===== src/sv/thc_pkg.sv =====
// ============================================================================
// thc_pkg
// shared widths, types and constants of the tilt-compensated heading block
// ============================================================================
`default_nettype none

package thc_pkg;

    localparam int CORDIC_STEPS = 16;
    localparam int CORDIC_N     = (CORDIC_STEPS > 24) ? 24 : CORDIC_STEPS;

    localparam int FIELD_W  = 16;
    localparam int PROD_W   = 32;
    localparam int SUMC_W   = 33;
    localparam int PA_W     = 48;
    localparam int PB_W     = 49;
    localparam int HY_W     = 47;
    localparam int HY_SHIFT = 14;
    localparam int HV_W     = 49;
    localparam int MAG_W    = 48;
    localparam int NORM_BIT = 46;
    localparam int SHIFT_W  = 6;
    localparam int CW       = 52;
    localparam int ANG_W    = 32;
    localparam int RND_W    = ANG_W + 1;
    localparam int FRAC_DROP = 16;
    localparam int SUM_W    = 17;

    typedef logic signed [FIELD_W-1:0]  field_t;
    typedef logic signed [PROD_W-1:0]   prod_t;
    typedef logic signed [SUMC_W-1:0]   sumc_t;
    typedef logic signed [PA_W-1:0]     pa_t;
    typedef logic signed [PB_W-1:0]     pb_t;
    typedef logic signed [HY_W-1:0]     hy_t;
    typedef logic signed [HV_W-1:0]     hv_t;
    typedef logic        [MAG_W-1:0]    mag_t;
    typedef logic        [SHIFT_W-1:0]  shift_t;
    typedef logic signed [CW-1:0]       cw_t;
    typedef logic signed [ANG_W-1:0]    ang_t;
    typedef logic signed [RND_W-1:0]    rnd_t;
    typedef logic signed [SUM_W-1:0]    sum_t;

    typedef struct packed {
        logic valid;
        logic zero;
    } pipe_ctl_t;

    localparam prod_t ONE_Q28    = 32'sd268435456;
    localparam ang_t  ANG_PI_2   = 32'sd843314857;
    localparam rnd_t  ROUND_HALF = 33'sd32768;
    localparam sum_t  HEAD_PI    = 17'sd25736;
    localparam sum_t  HEAD_2PI   = 17'sd51472;
    localparam sum_t  HEAD_CLAMP = 17'sd25805;

    localparam ang_t ATAN_TABLE [24] = '{
        32'sd421657428, 32'sd248918915, 32'sd131521918, 32'sd66762579,
        32'sd33510843,  32'sd16771758,  32'sd8387925,   32'sd4194219,
        32'sd2097141,   32'sd1048575,   32'sd524288,    32'sd262144,
        32'sd131072,    32'sd65536,     32'sd32768,     32'sd16384,
        32'sd8192,      32'sd4096,      32'sd2048,      32'sd1024,
        32'sd512,       32'sd256,       32'sd128,       32'sd64
    };

endpackage

`default_nettype wire


===== src/sv/thc_output.sv =====
// ============================================================================
// thc_output
// rounding to q3.13 with clamp, then declination add and, if it is nonzero, wrap into +-pi
// ============================================================================
`default_nettype none

module thc_output
(
    input  wire logic            clk,
    input  wire logic            rst_n,
    input  wire logic            en,
    input  thc_pkg::pipe_ctl_t   ctl_in,
    input  thc_pkg::ang_t        z_in,
    input  thc_pkg::field_t      decl,
    output logic                 out_valid,
    output thc_pkg::field_t      heading
);

    thc_pkg::rnd_t   zb;
    thc_pkg::sum_t   r, h_next;
    thc_pkg::sum_t   s, s_next;

    logic            va_reg, vb_reg;
    thc_pkg::field_t h_reg, heading_reg;

    always_comb
    begin
        zb = ctl_in.zero ? thc_pkg::ROUND_HALF
                         : thc_pkg::rnd_t'(z_in) + thc_pkg::ROUND_HALF;
        r  = thc_pkg::sum_t'(zb >>> thc_pkg::FRAC_DROP);
        if (r > thc_pkg::HEAD_CLAMP)
        begin
            h_next = thc_pkg::HEAD_CLAMP;
        end
        else if (r < -thc_pkg::HEAD_CLAMP)
        begin
            h_next = -thc_pkg::HEAD_CLAMP;
        end
        else
        begin
            h_next = r;
        end
    end

    always_comb
    begin
        s      = thc_pkg::sum_t'(h_reg) + thc_pkg::sum_t'(decl);
        s_next = thc_pkg::sum_t'(h_reg);
        if (decl != '0)
        begin
            if (s > thc_pkg::HEAD_PI)
            begin
                s_next = s - thc_pkg::HEAD_2PI;
            end
            else if (s < -thc_pkg::HEAD_PI)
            begin
                s_next = s + thc_pkg::HEAD_2PI;
            end
            else
            begin
                s_next = s;
            end
        end
    end

    always_ff @(posedge clk or negedge rst_n)
    begin
        if (!rst_n)
        begin
            va_reg <= 1'b0;
            vb_reg <= 1'b0;
        end
        else if (en)
        begin
            va_reg <= ctl_in.valid;
            vb_reg <= va_reg;
        end
    end

    always_ff @(posedge clk)
    begin
        if (en)
        begin
            h_reg       <= h_next[thc_pkg::FIELD_W-1:0];
            heading_reg <= s_next[thc_pkg::FIELD_W-1:0];
        end
    end

    assign out_valid = vb_reg;
    assign heading   = heading_reg;

endmodule

`default_nettype wire


===== config.mk =====
export PLATFORM = sky130hd
export DESIGN_NAME = thc_output
export DESIGN_NICKNAME = d
export VERILOG_FILES = /design/src/sv/thc_pkg.sv /design/src/sv/thc_output.sv
export SDC_FILE = /design/constraint.sdc
export NUM_CORES = 1
export LEC_CHECK = 0
export BUFFER_PORTS_ARGS = -buffer_cell sky130_fd_sc_hd__buf_2
export CAP_MARGIN = 20
export CORE_MARGIN = 1.5
export CORE_UTILIZATION = 45
export CTS_CLUSTER_SIZE = 25
export DETAILED_ROUTE_END_ITERATION = 16
export MAX_ROUTING_LAYER = met4
export PLACE_DENSITY = 0.67
export SETUP_SLACK_MARGIN = 0.05
export SYNTH_ARGS = -nofsm -noshare
export SYNTH_HDL_FRONTEND = slang
export SYNTH_SLANG_ARGS = --single-unit

===== constraint.sdc =====
create_clock -name clk -period 4.59 [get_ports clk]
set_input_delay 0.459 -clock clk [delete_from_list [all_inputs] [get_ports clk]]
set_output_delay 0.459 -clock clk [all_outputs]
set_load 0.01 [all_outputs]

# [After elaboration in Yosys (flattened, before gate mapping)]
# Index checks and enable logic that the tools add are counted.
[classes] shift=0 bitwise=0 mux=5 n_mul=0 magnitude_cmp=4 n_eq_ne=0 reduce_logical=2 div=0 addsub=4
[ops] cell="2-to-1 mux 16 bit" n=4
[ops] cell="greater-than comparator 17 x 16 -> 1 bit (second input constant)" n=2
[ops] cell="less-than comparator 17 x 16 -> 1 bit (second input constant)" n=2
[ops] cell="adder 32 x 17 -> 33 bit (second input constant)" n=1
[ops] cell="2-to-1 mux 33 bit" n=1
[ops] cell="adder 16 x 16 -> 17 bit" n=1
[ops] cell="adder 16 x 15 -> 16 bit (second input constant)" n=1
[ops] cell="nonzero test 16 bit" n=1
[ops] cell="subtractor 16 x 15 -> 16 bit (second input constant)" n=1
[ops] cell="OR reduction 2 bit" n=1
[totals] elab_cells=20 latch_bits=0 mem_count=0 ff_bits=34 inputBits=53 out_inout_bits=17 mem_bits_ro=0 ramBits=0

# [Longest topological paths before layout]
# Gate-level depths: netlist of the first run.
[depth] depth_word=5 ltp_mapped=15 mapped_depth_nobuf=14

# [Worst setup path before layout of the first run]
# Ideal clock, no wire load.
[synth_path] path_type="input-to-reg" startpoint="in decl[0]" endpoint="reg heading_reg[6] (netlist: heading[6]) (data pin)" t_required_ns=4.332 path_stages=12 setup_ns=0.258 setup_slack_ns=0.780 t_arrival_ns=3.552 cell_sequence="ha_1 > fa_1 > a21o_1 > a221oi_4 > or4b_1 > o311ai_2 > o211ai_4 > a211o_1 > and3_4 > buf_6 > a221o_1 > o221a_2"
[synth_via] elab_chain_cells=5 word_cells_on_any_way=9 classes_between="add/sub: 3; order compare: 2; mux: 3; reduce/logical: 1"
[synth_rtl] element="start: declaration" line="thc_output.sv:14" text="input thc_pkg::field_t decl,"
[synth_rtl] element="adder 16 x 16 -> 17 bit" line="thc_output.sv:47" text="s = thc_pkg::sum_t'(h_reg) + thc_pkg::sum_t'(decl);"
[synth_rtl] element="adder 16 x 15 -> 16 bit or less-than comparator 17 x 16 -> 1 bit (tied branches)" line="thc_output.sv:57, thc_output.sv:55"
[synth_rtl] element="2-to-1 mux 16 bit" line="thc_output.sv:55" text="else if (s < -thc_pkg::HEAD_PI)"
[synth_rtl] element="2-to-1 mux 16 bit" line="thc_output.sv:51" text="if (s > thc_pkg::HEAD_PI)"
[synth_rtl] element="2-to-1 mux 16 bit (*)" line="thc_output.sv:49" text="if (decl != '0)"
[synth_rtl] element="named net s_next[6]" line="thc_output.sv:21" text="thc_pkg::sum_t s, s_next;"
[synth_rtl] element="end signal: assignment" line="thc_output.sv:85" text="heading_reg <= s_next[thc_pkg::FIELD_W-1:0];"
[synth_rtl] element="end: declaration" line="thc_output.sv:24" text="thc_pkg::field_t h_reg, heading_reg;"
# The timed path passes the listed nets; every way through them passes the cells marked *.
# A chain may end at the register's enable or synchronous reset.

# [Worst setup path after layout of the first run]
[layout_path] startpoint="reg h_reg[0]" endpoint="reg heading_reg[14] (netlist: heading[14]) (data pin)"
[layout_via] elab_chain_cells=5 word_cells_on_any_way=8 classes_between="add/sub: 3; order compare: 2; mux: 3"
[layout_rtl] element="start: declaration" line="thc_output.sv:24"
[layout_rtl] element="start signal: assignment" line="thc_output.sv:84" text="h_reg <= h_next[thc_pkg::FIELD_W-1:0];"
[layout_rtl] element="adder 16 x 16 -> 17 bit (*)" line="thc_output.sv:47"
[layout_rtl] element="adder 16 x 15 -> 16 bit or less-than comparator 17 x 16 -> 1 bit (tied branches)" line="thc_output.sv:57, thc_output.sv:55"
[layout_rtl] element="2-to-1 mux 16 bit" line="thc_output.sv:55"
[layout_rtl] element="2-to-1 mux 16 bit (*)" line="thc_output.sv:51"
[layout_rtl] element="2-to-1 mux 16 bit (*)" line="thc_output.sv:49"
[layout_rtl] element="named net s_next[14]" line="thc_output.sv:21"
# Marks and branches as above.

==> metrics.yaml, run 1 <==
r2r_setup_slack_ns: 0.35
grt_pass1_wl_um: 15990
clk_latency_ns: 0.30
fin_crit_sh_pct: 92.48
skew_ns: 0.005298
min_path_type: "primary input to flip-flop"
final_cell_mix: "buf_2 (54), nor2_1 (35), edfxtp_1 (32)"
ff2ff_path_depth: 11
min_from: "ctl_in[1]"
synthesis.nets: 515
core_area_mm2: 0.007848
cp_slowest_stage_delay_ns: 0.52
synthesis.area_mm2: 0.003696
internal_power_mw: 0.9457
clkSlewWorstSetupHoldPaths_ns: 0.07
fp-row-count: 32
chipHeight_um: 93.63
min_path_cells: 2
grt_setup_unrepaired: "false"
power_frac_comb_pct: 49.8
worst_slew_pin_slew_ns: 0.7875
r2r_start: "h_reg[0]$_SDFFCE_PP1P_"
avgSynthCellArea_um2: 8.381
htreeDepth: 2
cap_viol_max_count: 0
power_density_mw_per_mm2: 369.2
p_switching_mw: 0.6005
netSwitchingFraction_pct: 38.84
vias_per_cell: 6.248
grt_pass1_vias: 3414
diodes: 0
io_buffers: 54
synthCells: 441
hpwl_um: 7653
seqPwrFrac_pct: 28.7
drtAntennaViolNets: 0
setup-violations-final: 0
drt_pass1_iterations: 5
grt_use_total_pct: 23.55
worstPathArrival_ns: 4.28
wirelength_um: 9713
initial_utilization_pct: 47.10
vias: 3705
relSlewSlack_pct: 47.50
max_freq_ghz: 0.2356
worstPathRequired_ns: 4.63
drc: 0
antenna_found_initial: 0
cp_max_fo: 8
fp.dieW_um: 93.63
critPathKind: "flip-flop to flip-flop"
cp-start-kind: "flip-flop"
die_area_mm2: 0.008766
ys_types: 66
synth_seq_area_share_pct: 27.35
status: "finished, final reports clean"
async_flop_share_pct: 5.882
ys_seq_elements: 34
grt_max_degree: 35
gp_congestion: 0.9571
first_iter_violations: 290
min_to: "va_reg$_DFFE_PN0P_"
final_util_pct: 53.36
slowest_stage: "a2111oi_0"
period_needed_ns: 4.245
root_buffer: "clkbuf_8"
end_kind: "flip-flop"
areaGrowthSynthToFinish_pct: 13.30
synth-edff-count: 32
fillers: 756
dominantRegCellSynth: "edfxtp_1"
ir_drop_mv: 0.1265
cts.repair.resized: 0
drive_gt1_share_pct: 17.11
hold_viol: 0
cts_buffers: 5
clockPowerShare_pct: 21.5
crit_chain: "ha_1 -> fa_1 -> a21o_1 -> a221oi_4 -> or4b_1 -> o311ai_2 -> a311oi_1 -> o2111ai_1 -> nand3_1 -> a2111oi_0 -> nor3_1"
cts_sinks: 34
p_leak_nw: 1.631
finalSetupTns_ns: 0
synth-warning-count: 0
clk_path_buf_depth: 2
wl_per_cell_um: 16.38
cts_tree: "done"
overflow: 0
io_pins: 70
final_net_count: 564
final_common_cell: "buf_2"
slew_viol_final: 0
r2r-end: "heading[14]$_DFFE_PP_"
[cell type report]
| type | instances | area, µm² | share of cell area, % |
|---|---|---|---|
| well taps | 102 | 127.6 | 3.047 |
| repair buffers | 60 | 317.8 | 7.589 |
| clock buffers | 5 | 68.82 | 1.643 |
| clock inverters | 3 | 63.81 | 1.524 |
| inverters | 12 | 45.04 | 1.076 |
| multi-input cells | 377 | 2554 | 60.98 |
| flip-flops and latches | 34 | 1011 | 24.14 |
[worst max-delay path, delay by kind of cell (launching register included)]
family	cells	cell delay, ns
compound gates	6	1.97
simple gates	3	0.92
fa+ha+maj	2	0.65
flops	1	0.42
[power by group through the flow]
stage | registers [mW] | clock network, mW | logic [mW]
3_5_place_dp | 0.450 | 0 | 0.757
2_1_floorplan | 0.469 | 0 | 0.539
6_report | 0.444 | 0.332 | 0.770
5_1_grt | 0.450 | 0.350 | 0.859
4_1_cts | 0.444 | 0.339 | 0.761
3_3_place_gp | 0.449 | 0 | 0.742
[cell usage after synthesis (all sizes together) (4+ instances only)]
cell type  number  share of area, %
buf             5               1.0
and3            8               1.5
xor2            6               1.4
nand4          11               1.9
clkbuf         13               1.3
a211o           7               1.7
a311oi          7               1.8
nor3           20               2.8
and4            5               1.2
a21oi          27               3.7
inv            12               1.2
nor2b           6               1.0
o211ai         10               2.4
xnor2          12               2.8
or2             5              0.85
o21a           11               2.2
edfxtp         32                26
nor4            6               1.0
a31oi           4              0.68
nand3          23               3.1
nor2           35               3.6
o31ai           7               1.4
nand2b          8               1.4
o21ai          23               3.1
a211oi          8               1.6
a21o            8               1.6
ha             20               6.8
nand2          31               3.1
and2            7               1.2
a21boi          6               1.2
or3            10               1.7
[layer usage]
metal / share of wire, % / routed length (µm) / GRT usage, %
met5: 0 / 0 / -
met4: 2.6 / 248 / 8.085
met3: 5.0 / 486 / 3.577
met1: 44 / 4251 / 28.57
met2: 49 / 4726 / 39.86
[repair_timing]
| item | 4_1_cts | 5_1_grt |
|---|---|---|
| hold buffers | 1 | 0 |
| endpoints found under the hold margin | 2 | 0 |
| setup buffers | 0 | 0 |
[cell families (layout without fill, tap and decap cells)]
kind of cell             Yosys count  in the layout  share of synthesized area [%]
AO/OA/AOI/OAI                    147            147                          29.38
XOR/XNOR                          18             18                          4.265
adder cells (fa/ha/maj)           22             22                          7.583
buffers and inverters             30             80                          3.554
flip-flops                        34             34                          27.35
multiplexers                       3              3                         0.8801
AND/OR/NAND/NOR                  187            187                          26.98
[worst max-delay path by stage]
stage	startpoint	to	slack (ns)
floorplan	decl[0]	heading[6]$_DFFE_PP_	0.78
global placement	decl[0]	heading[14]$_DFFE_PP_	0.33
detailed placement	decl[0]	heading[14]$_DFFE_PP_	0.25
CTS	h_reg[0]$_SDFFCE_PP1P_	heading[14]$_DFFE_PP_	0.43
global route	h_reg[4]$_SDFFCE_PN0P_	heading[12]$_DFFE_PP_	0.14
finish	h_reg[0]$_SDFFCE_PP1P_	heading[14]$_DFFE_PP_	0.35
[metrics by stage]
stage / area, µm² / cells / hold WS, ns / worst slack, ns / total power [mW]
global placement: 4045 / 584 / 0.2426 / 0.3327 / 1.191
floorplan: 3696 / 441 / 0.1634 / 0.7803 / 1.008
global route: 4188 / 593 / 0.4077 / 0.1364 / 1.659
CTS: 4188 / 593 / 0.3999 / 0.4297 / 1.543
detailed placement: 4045 / 584 / 0.2510 / 0.2453 / 1.207
finish: 4188 / 593 / 0.4040 / 0.3451 / 1.546
Note: power is estimated with default switching activity, not from simulation.
==> inputs of run 2 (changes only) <==
- RECOVER_POWER: not set -> 100
==> metrics.yaml, run 2 (same netlist as run 1, synthesis figures left out) <==
cts_tree: "done"
grt_pass1_wl_um: 15990  # unchanged
clkSlewWorstSetupHoldPaths_ns: 0.07  # about the same
finalSetupTns_ns: 0  # unchanged
wl_per_cell_um: 16.38  # unchanged
post_cts_buffers: 0  # unchanged
chipHeight_um: 93.63  # unchanged
met2_usage_pct: 39.86  # unchanged
die_area_mm2: 0.008766  # unchanged
setup-violations-final: 0  # unchanged
gp_congestion: 0.9571  # unchanged
clk_latency_ns: 0.30  # about the same
end_kind: "flip-flop"
ir_drop_mv: 0.1256  # -0.68%
fp-row-count: 32  # unchanged
skew_ns: 0.005278  # -0.00001996 ns
first_iter_violations: 288  # -0.69%
drtAntennaViolNets: 0  # unchanged
io_pins: 70  # unchanged
grt_use_total_pct: 23.55  # unchanged
htreeDepth: 2  # unchanged
root_buffer: "clkbuf_8"
slowest_stage: "or4b_1"
p_leak_nw: 1.574  # -3.5%
drive_gt1_share_pct: 12.83  # -4.3 points
grt_setup_unrepaired: "false"
busiest_layer: "met2"
violations: "max-capacitance violations, max-slew violations"
wirelength_um: 9713  # unchanged
final_util_pct: 53.03  # -0.33 points
drt_pass1_iterations: 5  # unchanged
cp-start-kind: "flip-flop"
hpwl_um: 7653  # unchanged
worstPathRequired_ns: 4.63  # about the same
final_net_count: 564  # unchanged
antenna_found_initial: 0  # unchanged
initial_utilization_pct: 47.10  # unchanged
cp_slowest_stage_delay_ns: 0.51  # about the same
grtUsageMet1_pct: 28.57  # unchanged
cts_buffers: 5  # unchanged
overflow: 0  # unchanged
grt_max_degree: 35  # unchanged
io_buffers: 54  # unchanged
crit_chain: "ha_1 -> fa_1 -> a21o_1 -> a221oi_4 -> or4b_1 -> o311ai_2 -> a311oi_1 -> o2111ai_1 -> nand3_1 -> a2111oi_0 -> nor3_1"
critPathKind: "flip-flop to flip-flop"
drc: 0  # unchanged
status: "complete, but fails checks"
cts_sinks: 34  # unchanged
worstPathArrival_ns: 4.23  # -0.05 ns
vias_per_cell: 6.258  # +0.16%
worst_slack_ns: 0.3977  # +0.05257 ns
max_freq_ghz: 0.2385  # +1.3%
vias: 3711  # +0.16%
cp_max_fo: 8  # unchanged
grt.met3_usage_pct: 3.577  # unchanged
relSlewSlack_pct: -23.14  # -71 points
slew_viol_final: 35  # +35
fin_crit_sh_pct: 91.34  # -1.1 points
hold_viol: 0  # unchanged
power_density_mw_per_mm2: 369.4  # about the same
clk_path_buf_depth: 2  # unchanged
areaGrowthSynthToFinish_pct: 12.59
min_path_type: "primary input to flip-flop"
worst_slew_pin_slew_ns: 1.847  # +1.060 ns
fin_cells: 593  # unchanged
cap_viol_max_count: 1  # +1
final_common_cell: "nor2_1"
placed_cells: 584  # unchanged
final_cell_mix: "nor2_1 (35), buf_2 (33), edfxtp_1 (32)"
dp_slack_ns: 0.2453  # unchanged
period_needed_ns: 4.192  # -0.05257 ns
core_area_mm2: 0.007848  # unchanged
diodes: 0  # unchanged
fp.dieW_um: 93.63  # unchanged
grt_pass1_vias: 3414  # unchanged
## run 2: cell count changes in the layout (fill, tap and decap cells not counted), sizes merged
cell    delta
buf       -21
clkbuf    +21
## run 2: per-stage QoR
stage | hold WS (ns) | area [µm²] | power, mW
after floorplan | 0.1634 | 3696 | 1.008
after global placement | 0.2426 | 4045 | 1.191
after detailed placement | 0.2510 | 4045 | 1.207
after CTS | 0.3999 | 4188 | 1.543
after global routing | 0.4079 | 4161 | 1.649
final | 0.4022 | 4161 | 1.537
## run 2: layout make-up
cell class | count | area [µm²]
Fill cell | 761 | 3686
Multi-Input combinational cell | 377 | 2554
Sequential cell | 34 | 1011
Timing Repair Buffer | 60 | 291.5
Tap cell | 102 | 127.6
Clock buffer | 5 | 68.82
Clock inverter | 3 | 63.81
Inverter | 12 | 45.04
## run 2: final timing paths
check | startpoint | endpoint | slack [ns] | cells past startpoint
hold / removal | ctl_in[1] | va_reg$_DFFE_PN0P_ | 0.40 | 2
max in group asynchronous | rst_n | out_valid$_DFFE_PN0P_ | 3.98 | 2
setup reg to reg | h_reg[0]$_SDFFCE_PP1P_ | heading[14]$_DFFE_PP_ | 0.40 | 11
hold reg to reg | out_valid$_DFFE_PN0P_ | out_valid$_DFFE_PN0P_ | 0.52 | 1
min in group asynchronous | rst_n | va_reg$_DFFE_PN0P_ | 0.48 | 2
setup / recovery | h_reg[0]$_SDFFCE_PP1P_ | heading[14]$_DFFE_PP_ | 0.40 | 11
## run 2: where the power goes
part	leakage, nW	switching [mW]	internal, mW
Clock	0.0658	0.118	0.215
Combinational	1.17	0.461	0.298
Sequential	0.334	0.0233	0.422
## run 2: layer usage
| metal | wire length [µm] | vias to the layer above | part of all wire [%] |
|---|---|---|---|
| li1 | - | 1839 | - |
| met1 | 4188 | 1702 | 43 |
| met2 | 4724 | 143 | 49 |
| met3 | 547 | 27 | 5.6 |
| met4 | 253 | 0 | 2.6 |
| met5 | 0 | - | 0 |
## run 2: timing repair
action	CTS	global route
resized for setup	0	0
endpoints found under the hold margin	2	0
hold buffers	1	0
## run 2: critical path: cells and delay by family (launching register included)
kind                     cells  cell delay, ns
AO/OA/AOI/OAI                6            1.92
AND/OR/NAND/NOR              3            0.92
adder cells (fa/ha/maj)      2            0.65
flip-flops                   1            0.42
